`config.mk`:
```
export PLATFORM = sky130hd
export DESIGN_NAME = sqg_mac
export DESIGN_NICKNAME = d
export VERILOG_FILES = /design/src/single_qubit_gate_apply_defines.svh /design/src/sqg_pkg.sv /design/src/sqg_mac.sv
export SDC_FILE = /design/constraint.sdc
export NUM_CORES = 1
export LEC_CHECK = 0
export ABC_AREA = 1
export BUFFER_PORTS_ARGS = -buffer_cell sky130_fd_sc_hd__buf_2
export CAP_MARGIN = 20
export CORE_UTILIZATION = 55
export DETAILED_ROUTE_END_ITERATION = 10
export GPL_TIMING_DRIVEN = 0
export HOLD_SLACK_MARGIN = 0.15
export PLACE_DENSITY = 0.72
export SLEW_MARGIN = 20
export SYNTH_ARGS = -nofsm -noshare
export SYNTH_HDL_FRONTEND = slang
export SYNTH_SLANG_ARGS = --single-unit
```
`constraint.sdc`:
```
create_clock -name clk -period 3.6 [get_ports clk]
set_input_delay 0 -clock clk [delete_from_list [all_inputs] [get_ports clk]]
set_output_delay 0 -clock clk [all_outputs]
set_load 0.02 [all_outputs]
```
`src/single_qubit_gate_apply_defines.svh`:
```
// Assertion macros shared by the single-qubit gate engine.
// Needs clk and arst_n in the scope where the macros are used.
`ifndef SINGLE_QUBIT_GATE_APPLY_DEFINES_SVH
`define SINGLE_QUBIT_GATE_APPLY_DEFINES_SVH

// Same-cycle implication, disabled during reset
`define SQG_ASSERT_IMP(label, ante, cons, msg) \
	label: assert property (@(posedge clk) disable iff (!arst_n) (ante) |-> (cons)) \
		else $error(msg);

// Next-cycle implication, disabled during reset
`define SQG_ASSERT_NXT(label, ante, cons, msg) \
	label: assert property (@(posedge clk) disable iff (!arst_n) (ante) |=> (cons)) \
		else $error(msg);

`endif

```
`src/sqg_pkg.sv`:
```
// Types and constants of the single-qubit gate engine.
// No dependencies; used by the sequencer, the MAC unit and the top level.
`default_nettype none

package sqg_pkg;

	// Item kinds
	localparam logic [1:0] KIND_WRITE = 2'd0;
	localparam logic [1:0] KIND_APPLY = 2'd1;
	localparam logic [1:0] KIND_READ  = 2'd2;

	// Configuration port
	localparam int NUM_REGS = 8;
	localparam int CFG_AW   = 5;

	// Gate coefficients, index order u00_re, u00_im, u01_re, ... u11_im
	typedef logic [NUM_REGS-1:0][15:0] coef_t;

	// Reset gate: scaled Hadamard (11585 = 1/sqrt2 in Q2.14)
	localparam coef_t REG_RESET = {
		16'h0000, 16'hD2BF, 16'h0000, 16'h2D41,
		16'h0000, 16'h2D41, 16'h0000, 16'h2D41
	};

	// One multiply-accumulate step issued to the shared unit
	typedef struct packed {
		logic        vld;
		logic        clr;   // first term of a sum
		logic        neg;   // subtract this product
		logic        last;  // last term of a sum
		logic        comp;  // 0 real, 1 imaginary
		logic        row;   // gate row, selects output amplitude
		logic [15:0] coef;
		logic [15:0] amp;
	} mac_req_t;

	// Finished, rounded and saturated component
	typedef struct packed {
		logic        done;
		logic        comp;
		logic        row;
		logic        sat;
		logic [15:0] val;
	} mac_res_t;

endpackage

`default_nettype wire

```
`src/sqg_mac.sv`:
```
// Shared complex-term multiply-accumulate unit: one 16x16 multiplier,
// a 34-bit accumulator and round-to-nearest / saturate. Uses sqg_pkg.
`default_nettype none

module sqg_mac (
	input  wire logic              clk,
	input  wire logic              arst_n,
	input  wire sqg_pkg::mac_req_t req,
	output sqg_pkg::mac_res_t      res
);

	logic               vld_s1, clr_s1, neg_s1, last_s1, comp_s1, row_s1;
	logic signed [31:0] prod_s1;
	logic               done_s2, comp_s2, row_s2;
	logic signed [33:0] acc_q;
	logic signed [33:0] addend;
	logic signed [33:0] base;
	logic signed [33:0] rnd;
	logic signed [19:0] shr;
	logic               sat_hi, sat_lo;

	// Stage 1 control
	always_ff @(posedge clk or negedge arst_n) begin
		if (!arst_n) begin
			vld_s1 <= 1'b0;
		end else begin
			vld_s1 <= req.vld;
		end
	end

	// Stage 1 product
	always_ff @(posedge clk) begin
		prod_s1 <= $signed(req.coef) * $signed(req.amp);
		clr_s1  <= req.clr;
		neg_s1  <= req.neg;
		last_s1 <= req.last;
		comp_s1 <= req.comp;
		row_s1  <= req.row;
	end

	// Stage 2 accumulate
	assign addend = neg_s1 ? -34'(prod_s1) : 34'(prod_s1);
	assign base   = clr_s1 ? 34'sd0 : acc_q;

	always_ff @(posedge clk or negedge arst_n) begin
		if (!arst_n) begin
			done_s2 <= 1'b0;
		end else begin
			done_s2 <= vld_s1 & last_s1;
		end
	end

	always_ff @(posedge clk) begin
		if (vld_s1) begin
			acc_q <= base + addend;
		end
		comp_s2 <= comp_s1;
		row_s2  <= row_s1;
	end

	// Q6.28 -> Q2.14, nearest with ties up, then clamp
	assign rnd    = acc_q + 34'sd8192;
	assign shr    = rnd[33:14];
	assign sat_hi = shr > 20'sd32767;
	assign sat_lo = shr < -20'sd32768;

	always_comb begin
		res.done = done_s2;
		res.comp = comp_s2;
		res.row  = row_s2;
		res.sat  = done_s2 & (sat_hi | sat_lo);
		if (sat_hi) begin
			res.val = 16'h7FFF;
		end else if (sat_lo) begin
			res.val = 16'h8000;
		end else begin
			res.val = shr[15:0];
		end
	end

endmodule

`default_nettype wire

```
* Word-level counts from Yosys, hierarchy flattened
Index checks and enable logic that the tools add are counted. Widths: inputs -> output; s select.
Cells by class: bitwise logic cells 3, $add $sub $neg 3, $mul 1, magnitude comparators 2, mux-type cells 4
Operators with widths (count):
- $mux 34 | 2
- $add 34x15->34 const B | 1
- $add 34x34->34 | 1
- $neg 32->34 | 1
- $mul 16x16->32 | 1
- $mux 16 | 2
- $gt 20x16->1 const B | 1
- $lt 20x16->1 const B | 1
- $and 1x1->1 | 2
- $or 1x1->1 | 1
Word-level totals: register bits 75, word-level logic and storage cells 24, bits of input ports 40, output and inout port bits 20

* Logic depth before layout (Yosys ltp)
depth in word-level cells 4, mapped depth 27

* Worst setup path before layout
Ideal clock, no wire load.
kind input to register, start point in req[5] in the netlist's numbering, end point reg prod_s1[31], stages 21, library setup time 112 ps, path buffers 2, setup slack -1687 ps, arrival time 5175 ps, data required time 3488 ps, cell sequence clkbuf_1 -> clkbuf_1 -> nand2_1 -> fa_1 -> inv_1 -> fa_1 -> fa_1 -> fa_1 -> fa_1 -> inv_1 -> fa_1 -> inv_1 -> ha_1 -> a21oi_1 -> o21ai_0 -> a21oi_1 -> nand2_1 -> a21oi_1 -> nand2_1 -> nand3_1 -> nand2_1
Between the ends: longest elaborated chain between the ends 1
Ends and longest elaborated chain:
- start, declared | RTL line sqg_mac.sv:8 | input wire sqg_pkg::mac_req_t req,
- $mul 16x16->32 | RTL line sqg_mac.sv:33 | prod_s1 <= $signed(req.coef) * $signed(req.amp);
- end signal, assigned | RTL line sqg_mac.sv:33
- end, declared | RTL line sqg_mac.sv:13 | logic signed [31:0] prod_s1;
Every way passes these cells. A chain may end at the register's enable or synchronous reset.

* Final worst setup path
start point in req[31] in the netlist's numbering, end point reg prod_s1[31]
Same word-level chain as after synthesis.

==> summary.txt <==
GRT
  • Gr ovfl total: 0
  • Grt peak-use layer: met2
  • Number of global-route vias before repair: 15300
  • Met3 Use GR: 0.0289
  • Antenna violations before repair: 0
  • Met2 usage: 0.609
  • Met1 GRT Util: 0.395
  • First-pass GRT wire length: 78400 µm
  • GR Util All Layers: 0.334
  • Largest net degree at the start of global routing: 32

Place
  • Port bufs: 33
  • Cell count after placement: ~2700
  • GP Congestion: 0.995
  • DP Worst Slack: -1.96 ns
  • Cell area after placement: 18300 µm²
  • HPWL Detailed: around 41000 µm

STA
  • Slew Viols, Final: 0
  • Post-route setup slack: -1.23 ns
  • Final setup violation count: 24
  • Worst Skew: between 0.007 and 0.008 ns
  • Tightest Pin Transition: 0.595 ns
  • Tcrit/Tclk final: 1.34
  • FMAX: 0.207 GHz
  • Relative slew slack: 0.603
  • Hold Vio Cnt, Final: 0
  • Tmin final: 4.83 ns
  • RSZ-0062 raised after global routing: true

Cells and area
  • Area growth from synthesis to layout: 25.1%
  • Layout cells sized above 1: 0.218
  • Fill cells: 2299
  • Final Instance Area: roughly 20000 µm²
  • Non-filler cells, final: ~2800
  • Nets: 2824
  • Number of diodes: 0

Route
  • Routed Antenna Nets: 0
  • Drt drc: 0
  • WL per Instance: 18.0 µm
  • Initial DRC Count: around 1100
  • Post-Route WL: 50200 µm
  • Detailed Routing Iterations Pass 1: 6
  • Vias post-DR: 14700
  • Vias/cell: 5.26

Worst setup path
  • R2r startpoint: prod_s1[1]
  • Crit Path Max Fanout: 5
  • Setup crit end kind: register
  • Crit path kind: in -> reg
  • CP Data Arrival Time: between 5 and 6 ns
  • CP required: 3.84 ns
  • Startpoint types: input pin
  • R2R depth: 18
  • Crit path launch: req[31]

Clock network
  • Worst-skew pair later-pin latency: 0.35 ns
  • CTS Buffer Depth: 2
  • H-tree depth: 3
  • CTS clk-pin slew, worst paths: around 0.060 ns
  • Clk sinks: 75
  • TritonCTS clock tree: built
  • Total CTS buffers: 9
  • Clock root buffer: clkbuf_16

Worst hold path
  • WHS Path Cells: 5
  • Min-Delay Path Class: in -> reg
  • Min-delay src: req[18]

Die
  • DIE HEIGHT: 175 µm
  • Rows: 62
  • Top-Level Pins: 60
  • Initial Util: 0.566
  • Die width: approximately 180 µm
  • Area of the core: 29100 µm²
  • Die ar.: 30600 µm²

Synthesis
  • Synth Area in Compound Gates: 0.0570
  • Synth Area in Simple Gates: 0.221
  • Number of library cell types mapped by synthesis: 37
  • Avg Cell Area, Syn: 7.26 µm²
  • Top-count cell post-synth: inv_1
  • Synth Instances: approximately 2300
  • Adder-cell share of the synthesized area: 0.409
  • Post-synthesis mux area share: 0
  • Synthesized flop and latch total: 75
  • Async set-reset flop share out of synthesis: 0.0267
  • Largest cells by area after synthesis: fa_1, inv_1, nand2_1
  • Synth Cell Area: between 15000 and 20000 µm²
  • Post-synthesis xor/xnor area fraction: 0.0474
  • Sequential share of the synthesized area: 0.112
  • Post-synth top flop: dfxtp_1
  • Synth cell count leaders: inv_1, nand2_1, fa_1
  • EDFF count, synth: 34
  • Yosys warning total: 0
  • Post-synth top area share: 0.320
  • Largest family of logic cells by synthesized area: adder cells
  • Nets in the synthesized netlist: 2688
  • Yosys top cell by area: fa_1

Run status
  • Outcome: complete, but fails checks
  • Failing checks: negative setup slack

Run
  • Max_cap viols: 0
[metal layers]
metal / vias up / routed length, µm
li1: 6945 / -
met1: 7109 / 19500
met2: 501 / 26000
met3: 140 / 2360
met4: 0 / 2340
met5: - / 0
[stage by stage]
stage                     setup TNS, ns  utilization  hold slack (ns)
final                            -21.23        0.708            0.179
after global routing             -24.29        0.708            0.182
after CTS                        -18.89        0.685            0.157
after detailed placement         -35.26        0.629           -0.206
after global placement           -34.37        0.628           -0.214
after floorplan                  -20.01            -           -0.296
[cell type report]
| class | count | area (µm²) | area share |
|---|---|---|---|
| Sequential cell | 75 | 1850 | 0.0900 |
| Inverter | 595 | 2250 | 0.109 |
| Buffer | 70 | 1080 | 0.0527 |
| Tap cell | 384 | 480 | 0.0233 |
| Timing Repair inverter | 1 | 7.51 | 0.000364 |
| Clock buffer | 12 | 258 | 0.0125 |
| Timing Repair Buffer | 125 | 1040 | 0.0507 |
| Clock inverter | 4 | 47.5 | 0.00231 |
| Multi-Input combinational cell | 1527 | 13600 | 0.659 |
[worst paths after layout]
check                           slack [ns]          end
worst max register to register        0.21    acc_q[28]
worst min-delay path                  0.18   prod_s1[2]
worst min register to register        0.33       row_s2
worst max-delay path                 -1.23  prod_s1[31]
max in group asynchronous             2.95       vld_s1
min in group asynchronous             0.50      done_s2
[layout by cell type, fill, tap and decap left out, types with 13 or more instances in the layout]
cell and n:
inv_1 516, nand2_1 485, fa_1 236, nor2_1 157, ha_1 85, inv_2 74
buf_4 70, nand3_1 69, xor2_1 68, a21oi_1 50, dfxtp_1 39, nand2_2 35
edfxtp_1 34, clkbuf_16 32, nand2_4 31, o21ai_0 30, ha_4 30, buf_2 28
fa_2 27, nor2_4 26, nand4_1 23, nor2_2 21, clkbuf_8 20, xnor2_1 19
nand3_2 14, a21oi_2 14, a21o_1 14, buf_8 13, a21oi_4 13, buf_6 13
[what timing repair did]
action,in CTS,in global routing
buffers inserted,59,22
setup endpoints to repair,24,38
hold buffers,8,0
pin swaps,76,85
gates resized for setup,195,142
endpoints found under the hold margin,8,0
gates cloned,2,1
[logic make-up (layout without fill, tap and decap cells)]
family / after synthesis / count (layout)
flops: 75 / 75
simple gates: 891 / 891
buf+inv: 666 / 807
xor+xnor: 89 / 89
compound gates: 167 / 167
fa+ha+maj: 380 / 380
[registers in the layout (all words and copies together), names as in the netlist]
register and cells:
row_s1 1, done_s2 1, comp_s1 1, acc_q 34, prod_s1 32, vld_s1 1, row_s2 1, neg_s1 1
comp_s2 1, last_s1 1, clr_s1 1
[worst max-delay path, stage by stage]
cell and delay, ns:
buf_12 0.09, clkbuf_16 0.14, buf_8 0.12, nand2_8 0.05, fa_1 0.57, inv_1 0.06
fa_2 0.58, buf_4 0.13, fa_2 0.48, fa_1 0.56, inv_1 0.05, fa_1 0.45
fa_1 0.56, inv_1 0.09, ha_4 0.30, inv_1 0.07, nor3_4 0.19, nand2_1 0.11
nor3_1 0.14, nand2_1 0.09, nand2_2 0.10, inv_1 0.04, nand2_1 0.05, nand2_1 0.05
Power is not shown: default switching activity piles up to over one toggle a cycle in this logic, so the estimate is an artifact.
