$ cat src/single_qubit_gate_apply_defines.svh
// Assertion macros shared by the single-qubit gate engine.
// Needs clk and arst_n in the scope where the macros are used.
`ifndef SINGLE_QUBIT_GATE_APPLY_DEFINES_SVH
`define SINGLE_QUBIT_GATE_APPLY_DEFINES_SVH

// Same-cycle implication, disabled during reset
`define SQG_ASSERT_IMP(label, ante, cons, msg) \
	label: assert property (@(posedge clk) disable iff (!arst_n) (ante) |-> (cons)) \
		else $error(msg);

// Next-cycle implication, disabled during reset
`define SQG_ASSERT_NXT(label, ante, cons, msg) \
	label: assert property (@(posedge clk) disable iff (!arst_n) (ante) |=> (cons)) \
		else $error(msg);

`endif

$ cat src/sqg_pkg.sv
// Types and constants of the single-qubit gate engine.
// No dependencies; used by the sequencer, the MAC unit and the top level.
`default_nettype none

package sqg_pkg;

	// Item kinds
	localparam logic [1:0] KIND_WRITE = 2'd0;
	localparam logic [1:0] KIND_APPLY = 2'd1;
	localparam logic [1:0] KIND_READ  = 2'd2;

	// Configuration port
	localparam int NUM_REGS = 8;
	localparam int CFG_AW   = 5;

	// Gate coefficients, index order u00_re, u00_im, u01_re, ... u11_im
	typedef logic [NUM_REGS-1:0][15:0] coef_t;

	// Reset gate: scaled Hadamard (11585 = 1/sqrt2 in Q2.14)
	localparam coef_t REG_RESET = {
		16'h0000, 16'hD2BF, 16'h0000, 16'h2D41,
		16'h0000, 16'h2D41, 16'h0000, 16'h2D41
	};

	// One multiply-accumulate step issued to the shared unit
	typedef struct packed {
		logic        vld;
		logic        clr;   // first term of a sum
		logic        neg;   // subtract this product
		logic        last;  // last term of a sum
		logic        comp;  // 0 real, 1 imaginary
		logic        row;   // gate row, selects output amplitude
		logic [15:0] coef;
		logic [15:0] amp;
	} mac_req_t;

	// Finished, rounded and saturated component
	typedef struct packed {
		logic        done;
		logic        comp;
		logic        row;
		logic        sat;
		logic [15:0] val;
	} mac_res_t;

endpackage

`default_nettype wire

$ cat src/sqg_ctrl.sv
// Sequencer: item decode, amplitude pair walk, operand selection for the
// shared MAC and state-vector RAM addressing. Uses sqg_pkg.
`default_nettype none

module sqg_ctrl #(
	parameter int NUM_QUBITS = 10
) (
	input  wire logic                   clk,
	input  wire logic                   arst_n,
	input  wire logic                   start,
	input  wire logic [1:0]             kind,
	input  wire logic [9:0]             amp_index,
	input  wire logic [3:0]             target_bit,
	input  wire logic [15:0]            write_re,
	input  wire logic [15:0]            write_im,
	input  wire sqg_pkg::coef_t         coefs,
	output logic                        busy,
	output logic                        done,
	output logic [15:0]                 read_re,
	output logic [15:0]                 read_im,
	output logic                        saturated,
	output sqg_pkg::mac_req_t           mac_req,
	input  wire sqg_pkg::mac_res_t      mac_res,
	output logic                        mem_we,
	output logic [NUM_QUBITS-1:0]       mem_waddr,
	output logic [31:0]                 mem_wdata,
	output logic [NUM_QUBITS-1:0]       mem_raddr,
	input  wire logic [31:0]            mem_rdata
);

	localparam int AW = NUM_QUBITS;
	localparam logic [AW-1:0] LAST_PAIR = AW'((1 << (AW - 1)) - 1);

	// Sequencer states
	localparam logic [3:0] S_IDLE = 4'd0;
	localparam logic [3:0] S_WR   = 4'd1;
	localparam logic [3:0] S_RDA  = 4'd2;
	localparam logic [3:0] S_RDD  = 4'd3;
	localparam logic [3:0] S_NOP  = 4'd4;
	localparam logic [3:0] S_RD0  = 4'd5;
	localparam logic [3:0] S_RD1  = 4'd6;
	localparam logic [3:0] S_LAT  = 4'd7;
	localparam logic [3:0] S_MAC  = 4'd8;
	localparam logic [3:0] S_DR1  = 4'd9;
	localparam logic [3:0] S_DR2  = 4'd10;

	logic [3:0]    state_q;
	logic [AW-1:0] idx_q;
	logic [3:0]    tbit_q;
	logic [15:0]   wre_q, wim_q;
	logic [AW-1:0] pc_q;
	logic [3:0]    step_q;
	logic [31:0]   a0_q, a1_q;
	logic [15:0]   re_hold_q;
	logic          sat_q;
	logic          done_q, sat_out_q;
	logic [15:0]   rre_q, rim_q;

	logic          accept;
	logic [AW-1:0] low_mask, tmask, i0, i1;
	logic [1:0]    term;
	logic          comp, row, part_im;
	logic [31:0]   amp_word;

	assign accept = start & (state_q == S_IDLE);
	assign busy   = state_q != S_IDLE;

	// Pair addresses: insert a zero at the target bit of the pair count
	assign tmask    = AW'(1) << tbit_q;
	assign low_mask = tmask - AW'(1);
	assign i0       = ((pc_q & ~low_mask) << 1) | (pc_q & low_mask);
	assign i1       = i0 | tmask;

	// Operand selection for the current product term
	assign term     = step_q[1:0];
	assign comp     = step_q[2];
	assign row      = step_q[3];
	assign part_im  = term[0] ^ comp;
	assign amp_word = term[1] ? a1_q : a0_q;

	always_comb begin
		mac_req.vld  = state_q == S_MAC;
		mac_req.clr  = term == 2'd0;
		mac_req.neg  = ~comp & term[0];
		mac_req.last = term == 2'd3;
		mac_req.comp = comp;
		mac_req.row  = row;
		mac_req.coef = coefs[{row, term}];
		mac_req.amp  = part_im ? amp_word[31:16] : amp_word[15:0];
	end

	// RAM ports
	always_comb begin
		mem_raddr = idx_q;
		if (state_q == S_RD0) begin
			mem_raddr = i0;
		end else if (state_q == S_RD1) begin
			mem_raddr = i1;
		end
		if (state_q == S_WR) begin
			mem_we    = 1'b1;
			mem_waddr = idx_q;
			mem_wdata = {wim_q, wre_q};
		end else begin
			mem_we    = mac_res.done & mac_res.comp;
			mem_waddr = mac_res.row ? i1 : i0;
			mem_wdata = {mac_res.val, re_hold_q};
		end
	end

	// Sequencer state
	always_ff @(posedge clk or negedge arst_n) begin
		if (!arst_n) begin
			state_q <= S_IDLE;
			done_q  <= 1'b0;
		end else begin
			done_q <= 1'b0;
			case (state_q)
				S_IDLE: begin
					if (start) begin
						case (kind)
							sqg_pkg::KIND_WRITE: state_q <= S_WR;
							sqg_pkg::KIND_READ:  state_q <= S_RDA;
							sqg_pkg::KIND_APPLY: begin
								state_q <= (32'(target_bit) < NUM_QUBITS) ? S_RD0 : S_NOP;
							end
							default: state_q <= S_NOP;
						endcase
					end
				end
				S_WR, S_RDD, S_NOP: begin
					state_q <= S_IDLE;
					done_q  <= 1'b1;
				end
				S_RDA: state_q <= S_RDD;
				S_RD0: state_q <= S_RD1;
				S_RD1: state_q <= S_LAT;
				S_LAT: state_q <= S_MAC;
				S_MAC: begin
					if (step_q == 4'd15) begin
						state_q <= S_DR1;
					end
				end
				S_DR1: state_q <= S_DR2;
				S_DR2: begin
					if (pc_q == LAST_PAIR) begin
						state_q <= S_IDLE;
						done_q  <= 1'b1;
					end else begin
						state_q <= S_RD0;
					end
				end
				default: state_q <= S_IDLE;
			endcase
		end
	end

	// Item fields, pair walk and result data
	always_ff @(posedge clk) begin
		if (accept) begin
			idx_q  <= AW'(amp_index);
			tbit_q <= target_bit;
			wre_q  <= write_re;
			wim_q  <= write_im;
			pc_q   <= '0;
			sat_q  <= 1'b0;
		end
		if (state_q == S_RD1) begin
			a0_q <= mem_rdata;
		end
		if (state_q == S_LAT) begin
			a1_q   <= mem_rdata;
			step_q <= 4'd0;
		end
		if (state_q == S_MAC) begin
			step_q <= step_q + 4'd1;
		end
		if (state_q == S_DR2) begin
			pc_q <= pc_q + AW'(1);
		end
		// finished components from the MAC
		if (mac_res.done) begin
			sat_q <= sat_q | mac_res.sat;
			if (!mac_res.comp) begin
				re_hold_q <= mac_res.val;
			end
		end
		// result data
		if (state_q == S_RDD) begin
			rre_q     <= mem_rdata[15:0];
			rim_q     <= mem_rdata[31:16];
			sat_out_q <= 1'b0;
		end else if (state_q == S_DR2) begin
			rre_q     <= 16'h0000;
			rim_q     <= 16'h0000;
			sat_out_q <= sat_q | mac_res.sat;
		end else if (state_q == S_WR || state_q == S_NOP) begin
			rre_q     <= 16'h0000;
			rim_q     <= 16'h0000;
			sat_out_q <= 1'b0;
		end
	end

	assign done      = done_q;
	assign read_re   = rre_q;
	assign read_im   = rim_q;
	assign saturated = sat_out_q;

endmodule

`default_nettype wire

$ cat config.mk
export PLATFORM = sky130hd
export DESIGN_NAME = sqg_ctrl
export DESIGN_NICKNAME = d
export VERILOG_FILES = /design/src/single_qubit_gate_apply_defines.svh /design/src/sqg_pkg.sv /design/src/sqg_ctrl.sv
export SDC_FILE = /design/constraint.sdc
export NUM_CORES = 1
export LEC_CHECK = 0
export ABC_AREA = 1
export BUFFER_PORTS_ARGS = -buffer_cell sky130_fd_sc_hd__buf_2
export CORE_ASPECT_RATIO = 0.7
export CORE_MARGIN = 3
export CORE_UTILIZATION = 49
export DETAILED_ROUTE_END_ITERATION = 12
export HOLD_SLACK_MARGIN = 0.08
export PLACE_DENSITY = 0.84
export SYNTH_ARGS = -nofsm -noshare
export SYNTH_HDL_FRONTEND = slang
export SYNTH_SLANG_ARGS = --single-unit
$ cat constraint.sdc
create_clock -name clk -period 3.9 [get_ports clk]
set_input_delay 0.585 -clock clk [delete_from_list [all_inputs] [get_ports clk]]
set_output_delay 0.585 -clock clk [all_outputs]
set_load 0.02 [all_outputs]
### Word level (Yosys, flattened, before mapping)

Cells that the tools add are included.

* input port bits: 231
* bits in latches: 0
* memory bits (writable): 0
* flip-flop bits (word level): 179
* logic and storage cells: 93
* memories: 0
* bits in read-only memories: 0

* $add $sub $neg: 3
* shift operators: 1
* reduce and logical (&&, ||, !) cells: 13
* multiply operators: 0
* equal/unequal tests: 17
* multiplexer cells: 30
* divide/modulo/power cells: 0
* bitwise logic cells: 12
* order comparisons: 2

Operator list (count)
* 16-bit 2-to-1 mux: 6
* 32-bit 2-to-1 mux: 2
* 10-bit 2-to-1 mux: 6
* 16-bit binary-select mux with 3-bit select: 1
* 4-bit case mux with 8 select lines: 1
* 10-bit bitwise OR: 2
* 4-bit by 3-bit == test with 1-bit output (second input constant): 4
* 4-bit == test (second input constant): 4
* 4-bit 2-to-1 mux: 4
* 10-bit by 1-bit adder with 10-bit output (second input constant): 1
* 10-bit AND: 1
* 10-bit by 9-bit == test with 1-bit output (second input constant): 1
* 1-bit by 4-bit << shifter with 10-bit output (first input constant): 1
* 10-bit by 1-bit subtractor with 10-bit output (second input constant): 1
* 9-bit AND: 1
* 9-bit NOT: 1
* 3-bit case mux with 3 select lines: 1
* 4-bit by 2-bit == test with 1-bit output (second input constant): 2
* 2-bit nonzero test: 4
* 1-bit 2-to-1 mux: 7
* 4-bit by 1-bit adder with 4-bit output (second input constant): 1
* 2-bit == test (second input constant): 2
* 4-bit by 1-bit == test with 1-bit output (second input constant): 1
* 2-bit logical NOT: 2
* 17 further kinds: 21

### Depth between registers and ports, before layout

Gate-level depths: netlist of run 1.

* depth after elaboration: 8
* depth in mapped cells: 12

### Worst setup path before layout of run 1

Ideal clock, no wire load.

* path type: reg2reg
* start point: register state_q[3]
* end point: register idx_q[0], enable pin
* path buffers: 0
* setup slack: 0.575 ns
* data arrival time: 2.875 ns
* stages on the path, launching flop included: 4
* path through: dfrtp_1 nor2_1 nand2_1 nor2_1

* cells in the longest elaborated chain, start to end: 2

Ends and longest elaborated chain
* start: declaration: line sqg_ctrl.sv:47 `logic [3:0] state_q;`
* start signal: assignment: line sqg_ctrl.sv:125 `state_q <= (32'(target_bit) < NUM_QUBITS) ? S_RD0 : S_NOP;`
* 4-bit logical NOT: line sqg_ctrl.sv:65 `assign accept = start & (state_q == S_IDLE);`
* 1-bit AND: line sqg_ctrl.sv:65
* via accept: line sqg_ctrl.sv:59 `logic accept;`
* end signal: assignment: line sqg_ctrl.sv:161 `idx_q <= AW'(amp_index);`
* end: declaration: line sqg_ctrl.sv:48 `logic [AW-1:0] idx_q;`

The timed path passes the listed nets, and every way through them passes these cells.
A chain may end at the register's enable or synchronous reset.

==> run metrics, run 1 <==
overflow left after global routing=0; Internal Dissipation=4.25 mW; first-pass GRT wire length=42400 µm; deepest clock path buffer count=2; Max Clock Freq=approximately 310 MHz; post-route worst setup slack=~660 ps; cell area after layout=roughly 11000 µm²; FF-to-FF setup slack=1590 ps; launching element of the worst setup path=step_q[0]; destination of the worst register-to-register timing path=read_im[1]; cells along the critical path=ha_1 > inv_1 > o21ai_0 > o22ai_1 > buf_2; worst hold path stage count=1; post-route clock period utilization=between 80% and 90%; worst setup slack before clock tree synthesis=about 1200 ps; number of filler cells placed in the layout=1415; CTS H-tree depth=4; share of total power in the clock network=between 20% and 30%; CTS tree=done; final clock skew=15.6 ps; kind of capture point of the worst setup path=primary output; # rows=40; clock root buffer=clkbuf_16; DP Wirelength=approximately 21000 µm; switching power share of the total=40.4%; Worst path max stage delay=between 500 and 600 ps; static leakage=about 5.2 nW; Synth cell types=36; overall die area=about 20000 µm²; Post-Route Setup TNS=0 ps; number of warnings issued by yosys=0; pin count of the biggest net entering global routing=67; final hold slack=between 300 and 400 ps; commonest non-fill, non-tap cell in the layout=buf_2; die span in y=between 100 and 150 µm; Pins Over Slew Limit=0; initial antenna violation count=4; commonest cells after routing, fill and taps aside=buf_2, nand2_1, edfxtp_1; area of placed instances=~11000 µm²; total routing resource utilization after global routing=between 20% and 30%; net count after synthesis=about 1200; initial core utilization=50.6%; sequential-to-total area share from yosys stat=between 60% and 70%; proportion of layout cells with a drive suffix above 1=~33%; Critical R2R Launch=state_q[3]; Max Cap Viol=0; final hold viol count=0; end point of the worst hold path=wre_q[4]; Post-CTS Setup Inserts=0; RePlAce Congestion=approximately 0.96; startpoint kind of the worst setup timing path=flop; via count=approximately 8000; sequential share of power=38.9%; result of the run=completed; library cell contributing the largest single delay on the critical path=ha_1; number of failing setup endpoints in the final timing report=0; DIE WIDTH=approximately 170 µm; Syn Area/Cell=between 9 and 10 µm²; number of primary I/O pins=around 360; headroom to the max-slew limit=36.5%; clock-pin slew on the worst setup and hold paths=approximately 80 ps; average wire per cell in the routed design=18.1 µm; number of standard cells in the final layout excluding fillers=~1500; overall power after layout=slightly above 7 mW; number of clock buffers inserted by TritonCTS=17; hold-fix buffers at CTS=1; Hold Path Origin=write_re[4]; unrepaired setup endpoints after global routing=false; netlist area before placement=~8800 µm²; Gate power share=a little under two fifths; TritonRoute pass-1 iters=6; endpoint required time on the critical path=between 3000 and 4000 ps; Detail Route Antenna Nets=0; number of instances resized during post-cts repair=0; drt drc=0; shortest clock period the worst path allows after layout=3240 ps; Routed Wire Length=27700 µm; CP Max Fanout=17; Hold WC Path Type=input pin to flop; dpl cells=1498; Core Util, Final=about two thirds; signed area change from the synthesized netlist to the final layout=29.3%; CTS sink count=between 150 and 200; vias in the first global route=7857; depth of the worst register-to-register path=6; vias per cell=roughly 5.3; placeable core region=around 17000 µm²; worst vdd ir=between 0.4 and 0.5 mV; net count of the finished layout=between 1500 and 2000; instance count of the mapped netlist=approximately 940; areal power density over the cells=between 600 and 700 nW/µm²; WP data arrival=between 2000 and 3000 ps; clock latency at the later pin of the worst-skew pair=between 400 and 500 ps; category of the critical setup timing path=flop to primary output; net switching power figure=2.88 mW; Iter 0 DRT Violations=just under 900; Slew @ Worst Pin=approximately 950 ps; count of port buffers added during placement=356; #FFs+latches synth=about 180
## state kept, by name (all words and copies together) (netlist names)
name	cells
step_q	4
sat_q	1
a1_q	32
idx_q	10
read_im	16
re_hold_q	16
wre_q	16
wim_q	16
read_re	16
saturated	1
pc_q	10
done	1
a0_q	32
tbit_q	4
state_q	4
## power by group through the flow
stage / combinational, mW / sequential (mW) / clock [mW]
2_1_floorplan: 1.50 / 3.01 / 0
3_3_place_gp: 2.64 / 2.79 / 0
3_5_place_dp: 2.68 / 2.81 / 0
4_1_cts: 2.69 / 2.77 / 1.70
5_1_grt: 2.92 / 2.80 / 1.76
6_report: 2.69 / 2.77 / 1.67
## worst max-delay path: cells and delay by family, from the launching register on
family | cells | cell delay (ps)
buffers and inverters | 2 | 670
adders and majority gates | 1 | 580
DFF | 1 | 550
AOI/OAI and AO/OA | 2 | 420
## kinds of logic after synthesis
kind of cell             share of synthesized area (%)
AND/OR/NAND/NOR                                   19.4
XOR/XNOR                                         0.199
flip-flops                                        60.8
AO/OA/AOI/OAI                                     12.6
buffers and inverters                             6.29
adder cells (fa/ha/maj)                          0.712
## area by class of cell
class	count	area (µm²)	share of cell area (%)
Sequential cell	179	5340	47.0
Multi-Input combinational cell	629	2910	25.6
Timing Repair Buffer	370	1890	16.6
Clock buffer	17	425	3.74
Inverter	90	344	3.03
Tap cell	231	289	2.54
Clock inverter	15	163	1.43
Antenna cell	4	10.0	0.0881
## cell usage after synthesis, drive strengths merged
master	count	area share (%)
a21oi	18	1.0
a22oi	3	0.26
a31oi	3	0.21
buf	20	1.3
clkbuf	26	1.1
clkinv	2	0.10
dfrtp	5	1.4
dfxtp	1	0.23
edfxtp	173	59
ha	5	0.71
inv	88	3.8
nand2	216	9.3
nand3	26	1.5
nand3b	1	0.085
nand4	2	0.14
nor2	163	7.6
nor3	7	0.40
nor3b	1	0.085
nor4	1	0.071
o211ai	4	0.34
o21ai	117	6.7
o21bai	4	0.34
o22ai	53	3.8
or2	3	0.21
xor2	2	0.20
## per-layer routing
metal  share of wire [%]  GRT usage, %  vias up
met4                 2.3          9.66        0
met2                  51          48.4      428
met5                   0             0        -
li1                    -             -     3904
met1                  38          32.9     3829
met3                 8.5          6.38       46
## how the worst max path moves through the flow
| stage | cells after the start | slack, ps | end |
|---|---|---|---|
| global placement | 5 | 1280 | mac_req[11] |
| finish | 5 | 660 | mac_req[0] |
| detailed placement | 5 | 1160 | mac_req[9] |
| global route | 5 | 490 | mac_req[14] |
| CTS | 5 | 650 | mac_req[0] |
| floorplan | 3 | 580 | idx_q[0] |
Note: power is estimated with default switching activity, not from simulation.
==> run 2, diff against run 1 <==
- CORE_UTILIZATION: 49 -> 44
- PLACE_DENSITY: 0.84 -> 0.8
- clock period: 3.9 -> 2.8 ns (I/O delays scaled with it)
==> run metrics, run 2 (synthesis gave the netlist of run 1 again) <==
CTS H-tree depth=4 (unchanged); Max Cap Viol=0 (unchanged); global routing usage on met2=43.4% (-5.0 points); final clock skew=6.62 ps (-8.98 ps); Routed Wire Length=28500 µm (+2.6%); CP Max Fanout=17 (unchanged); number of failing setup endpoints in the final timing report=0 (unchanged); initial antenna violation count=5 (+1); sequential cell area in the final layout=5340 µm² (unchanged); shortest clock period the worst path allows after layout=about 2700 ps; category of the critical setup timing path=flop to primary output; overall die area=21700 µm² (+11%); CTS tree=done; count of port buffers added during placement=356 (unchanged); endpoint required time on the critical path=2380 ps (-930 ps); number of clock buffers inserted by TritonCTS=17 (unchanged); RePlAce Congestion=0.929 (-3.7%); DIE WIDTH=175 µm (+5.3%); library cell contributing the largest single delay on the critical path=ha_2; post-route clock period utilization=between 90% and 100%; unrepaired setup endpoints after global routing=true; Post-Route Setup TNS=0 ps (unchanged); pin count of the biggest net entering global routing=67 (unchanged); Slew @ Worst Pin=615 ps (-335 ps); final hold slack=160 ps (-162 ps); registers with the highest flip-flop counts=a0_q: 32 flops, a1_q: 32 flops; Worst path max stage delay=600 ps (+20 ps); first-pass GRT wire length=43000 µm (+1.4%); number of buffer and inverter stages on the critical path=3 (+1); DP Wirelength=21200 µm (+2.5%); startpoint kind of the worst setup timing path=flop; average wire per cell in the routed design=18.0 µm (-0.20%); die span in y=124 µm (+5.2%); vias in the first global route=7900 (+0.55%); Hold WC Path Type=input pin to flop; GRT busiest layer=met2; cells along the critical path=ha_2 > clkinvlp_4 > buf_4 > o21ai_0 > o22ai_1 > buf_2; TritonRoute pass-1 iters=5 (-1); result of the run=completed; commonest cells after routing, fill and taps aside=buf_2, nand2_1, edfxtp_1; placeable core region=19200 µm² (+11%); total routing resource utilization after global routing=25.2% (-2.1 points); number of filler cells placed in the layout=1657 (+17%); areal power density over the cells=870 nW/µm² (+39%); routing usage on met3=8.17% (+1.8 points); Detail Route Antenna Nets=0 (unchanged); area taken by multi-input logic gates=2930 µm² (+0.86%); Core Util, Final=59.9% (-5.5 points); initial core utilization=45.7% (-4.9 points); met1 routing resource usage after global routing=30.8% (-2.2 points); post-route worst setup slack=63.9 ps (-596 ps); kind of capture point of the worst setup path=primary output; # rows=42 (+5.0%); headroom to the max-slew limit=59.0% (+22 points); Pins Over Slew Limit=0 (unchanged); clock latency at the later pin of the worst-skew pair=420 ps (about the same); overflow left after global routing=0 (unchanged); Iter 0 DRT Violations=732 (-17%); clock-pin slew on the worst setup and hold paths=70 ps (about the same); worst setup slack before clock tree synthesis=367 ps (-794 ps); deepest clock path buffer count=2 (unchanged); via count=8284 (+0.94%); commonest non-fill, non-tap cell in the layout=buf_2; clock root buffer=clkbuf_16; worst vdd ir=0.662 mV (+61%); vias per cell=5.25 (-1.8%); net count of the finished layout=1535 (+0.79%); proportion of layout cells with a drive suffix above 1=33.8% (+1.1 points); area of placed instances=10800 µm² (+0.71%); signed area change from the synthesized netlist to the final layout=31.1%; Max Clock Freq=between 300 and 400 MHz; WP data arrival=2320 ps (-330 ps); drt drc=0 (unchanged); CTS sink count=179 (unchanged); number of primary I/O pins=357 (unchanged); static leakage=5.24 nW (+0.82%); final hold viol count=0 (unchanged); cell area after layout=11500 µm² (+1.4%); Top Family by Delay on Critical Path=adder cells
[run 2: cell types whose count changed in the layout (fill, tap and decap cells not counted), sizes merged]
| cell | change |
|---|---|
| diode | -2 |
| buf | +12 |
| bufinv | +1 |
| clkbuf | +1 |
| clkinvlp | +4 |
| inv | -1 |
| clkinv | -5 |
[run 2: where the power goes]
group	internal (mW)	switching [mW]	leakage (nW)
logic	1.15	2.69	3.29
clock network	1.26	1.07	0.270
registers	3.63	0.231	1.69
[run 2: cell type report]
type | instances | area share (%)
flip-flops and latches | 179 | 46.3
clock inverters | 14 | 1.24
clock buffers | 18 | 3.72
well taps | 264 | 2.87
repair buffers | 382 | 17.3
multi-input cells | 629 | 25.4
inverters | 90 | 3.05
diodes | 2 | 0.0434
[run 2: final timing paths]
path / startpoint / endpoint / slack, ps / cells past startpoint
worst max-delay path: step_q[0] / mac_req[4] / 60 / 6
worst min-delay path: write_im[3] / wim_q[3] / 160 / 1
worst max register to register: step_q[1] / state_q[1] / 750 / 6
worst min register to register: saturated / saturated / 450 / 2
max in group asynchronous: arst_n / state_q[0] / 2280 / 2
min in group asynchronous: arst_n / state_q[3] / 380 / 2
[run 2: worst reg2reg max path, cell delays in order, from the launching register on]
cell	delay, ps
edfxtp_1	350
buf_4	510
ha_1	320
nand2_1	80
o21ai_0	290
o21ai_0	240
a31oi_1	190
[run 2: per-layer routing]
layer	wire (µm)	share of wire, %
met5	28	0.098
met4	638	2.2
met3	2780	9.8
met2	14200	50
met1	10800	38
[run 2: timing repair]
item / 4_1_cts / 5_1_grt
pin swaps: 0 / 3
buffers inserted: 0 / 9
hold buffers: 1 / 0
hold endpoints to repair: 5 / 0
gates resized for setup: 2 / 10
endpoints found under the setup margin: 16 / 49
[run 2: stage by stage]
stage	cells	total power, mW
after floorplan	944	6.27
after global placement	1534	7.64
after detailed placement	1534	7.69
after CTS	1567	10.0
after global routing	1578	10.5
final	1578	10.0
==> run 3, diff against run 2 <==
- PLACE_DENSITY: 0.8 -> 0.82
==> run metrics, run 3 (synthesis gave the netlist of run 1 again) <==
result of the run=completed; uppermost layer routed=met5; placeable core region=19200 µm² (unchanged); number of standard cells in the final layout excluding fillers=1582 (+0.25%); Max Cap Viol=0 (unchanged); startpoint kind of the worst setup timing path=flop; first-pass GRT wire length=42700 µm (-0.67%); final hold slack=160 ps (-0.141 ps); CTS sink count=179 (unchanged); total length of routed met2 wires=13500 µm (-5.6%); clock latency at the later pin of the worst-skew pair=430 ps (about the same); met3 wire len=2600 µm (-6.3%); number of clock buffers inserted by TritonCTS=17 (unchanged); destination of the worst register-to-register timing path=read_im[9]; number of primary I/O pins=357 (unchanged); net count of the finished layout=1538 (+0.20%); post-route worst setup slack=100 ps (+36.1 ps); Worst path max stage delay=460 ps (-140 ps); overall power after layout=9.96 mW (-0.67%); vias per cell=5.17 (-1.6%); TritonRoute pass-1 iters=5 (unchanged); area of placed instances=10900 µm² (+0.23%); number of filler cells placed in the layout=1677 (+1.2%); Routed Wire Length=27800 µm (-2.4%); count of port buffers added during placement=356 (unchanged); Critical R2R Launch=state_q[3]; vias in the first global route=7924 (+0.30%); total routing resource utilization after global routing=24.9% (-0.33 points); worst vdd ir=0.540 mV (-18%); commonest non-fill, non-tap cell in the layout=buf_2; Post-Route Setup TNS=0 ps (unchanged); cells along the critical path=nor2_4 > nand2_1 > ha_2 > nand2_2 > inv_1 > nand2_1 > nand2_1 > nand2_1 > nand2_1 > o22ai_1 > inv_1 > buf_2; static leakage=5.26 nW (+0.22%); worst hold path stage count=1 (unchanged); CTS H-tree depth=4 (unchanged); signed area change from the synthesized netlist to the final layout=30.8%; overall die area=21700 µm² (unchanged); worst setup slack before clock tree synthesis=426 ps (+58.4 ps); post-route clock period utilization=96.4% (-1.3 points); Hold Path Origin=amp_index[2]; most used cell along the critical path=nand2_1; Core Util, Final=59.8% (-0.15 points); clock root buffer=clkbuf_16; library cell contributing the largest single delay on the critical path=edfxtp_1; clock-pin slew on the worst setup and hold paths=70 ps (about the same); proportion of layout cells with a drive suffix above 1=33.4% (-0.38 points); WP data arrival=2280 ps (-40 ps); kind of capture point of the worst setup path=primary output; FF-to-FF setup slack=640 ps (-110 ps); cell area after layout=11500 µm² (-0.25%); Max Clock Freq=370 MHz (+1.3%); average wire per cell in the routed design=17.6 µm (-2.7%); depth of the worst register-to-register path=6 (unchanged); initial core utilization=45.7% (unchanged); DIE WIDTH=175 µm (unchanged); CTS tree=done; drt drc=0 (unchanged); end point of the worst hold path=idx_q[2]; launching element of the worst setup path=tbit_q[2]; via count=8173 (-1.3%); headroom to the max-slew limit=60.4% (+1.4 points); dpl cells=1539 (+0.33%); DP Wirelength=21000 µm (-0.92%); Detail Route Antenna Nets=0 (unchanged); category of the critical setup timing path=flop to primary output; Slew @ Worst Pin=594 ps (-21.1 ps); routed metal-1 wirelength=10700 µm (-0.33%); areal power density over the cells=866 nW/µm² (-0.42%); Pins Over Slew Limit=0 (unchanged); shortest clock period the worst path allows after layout=2700 ps (-36.1 ps); final clock skew=18.3 ps (+11.7 ps); pin count of the biggest net entering global routing=68 (+1.5%); overflow left after global routing=0 (unchanged); initial antenna violation count=4 (-1); deepest clock path buffer count=2 (unchanged); endpoint required time on the critical path=2380 ps (about the same); Iter 0 DRT Violations=740 (+1.1%); final hold viol count=0 (unchanged); RePlAce Congestion=0.989 (+6.4%); die span in y=124 µm (unchanged); registers with the highest flip-flop counts=a0_q: 32 flops, a1_q: 32 flops; Top Family by Delay on Critical Path=simple AND/OR/NAND/NOR gates; number of failing setup endpoints in the final timing report=0 (unchanged); Hold WC Path Type=input pin to flop; number of buffer and inverter stages on the critical path=3 (unchanged); commonest cells after routing, fill and taps aside=buf_2, nand2_1, edfxtp_1; CP Max Fanout=5 (-12); # rows=42 (unchanged)
==> run 3: changes by cell type in the layout (fill, tap and decap cells not counted), sizes merged <==
cell and change:
inv +1, diode +1, bufinv -1, clkinvlp -2, clkbuf +2, buf +3
==> run 3: what timing repair did <==
| item | in CTS | in global routing |
|---|---|---|
| pin swaps | 0 | 2 |
| buffers inserted | 1 | 6 |
| hold endpoints to repair | 5 | 0 |
| endpoints found under the setup margin | 5 | 37 |
| hold buffers | 1 | 0 |
| resized for setup | 0 | 6 |
==> run 3: area by class of cell <==
cell class | count | area, µm² | share of cell area (%)
Inverter | 90 | 347 | 3.01
Timing Repair Buffer | 385 | 2000 | 17.4
Antenna cell | 3 | 7.51 | 0.0653
Tap cell | 264 | 330 | 2.87
Multi-Input combinational cell | 629 | 2920 | 25.4
Clock inverter | 12 | 115 | 1.00
Sequential cell | 179 | 5340 | 46.4
Clock buffer | 20 | 437 | 3.80
==> run 3: metal layers <==
layer / up-vias / GRT usage (%)
met5: - / 0
met4: 2 / 10.5
met3: 59 / 6.55
met2: 466 / 41.2
met1: 3719 / 31.0
li1: 3927 / -
==> run 3: where the power goes <==
part	leakage, nW	internal (mW)	switching [mW]
clock network	0.256	1.17	1.08
registers	1.69	3.63	0.235
logic	3.31	1.15	2.70
==> run 3: worst max-delay path by stage <==
stage	endpoint	slack [ps]	cells after the start
6_report	mem_waddr[5]	100	12
5_1_grt	mem_waddr[5]	-20	12
4_1_cts	mem_waddr[5]	5	12
3_5_place_dp	mac_req[26]	430	7
3_3_place_gp	mac_req[28]	440	7
2_1_floorplan	step_q[0]	50	5
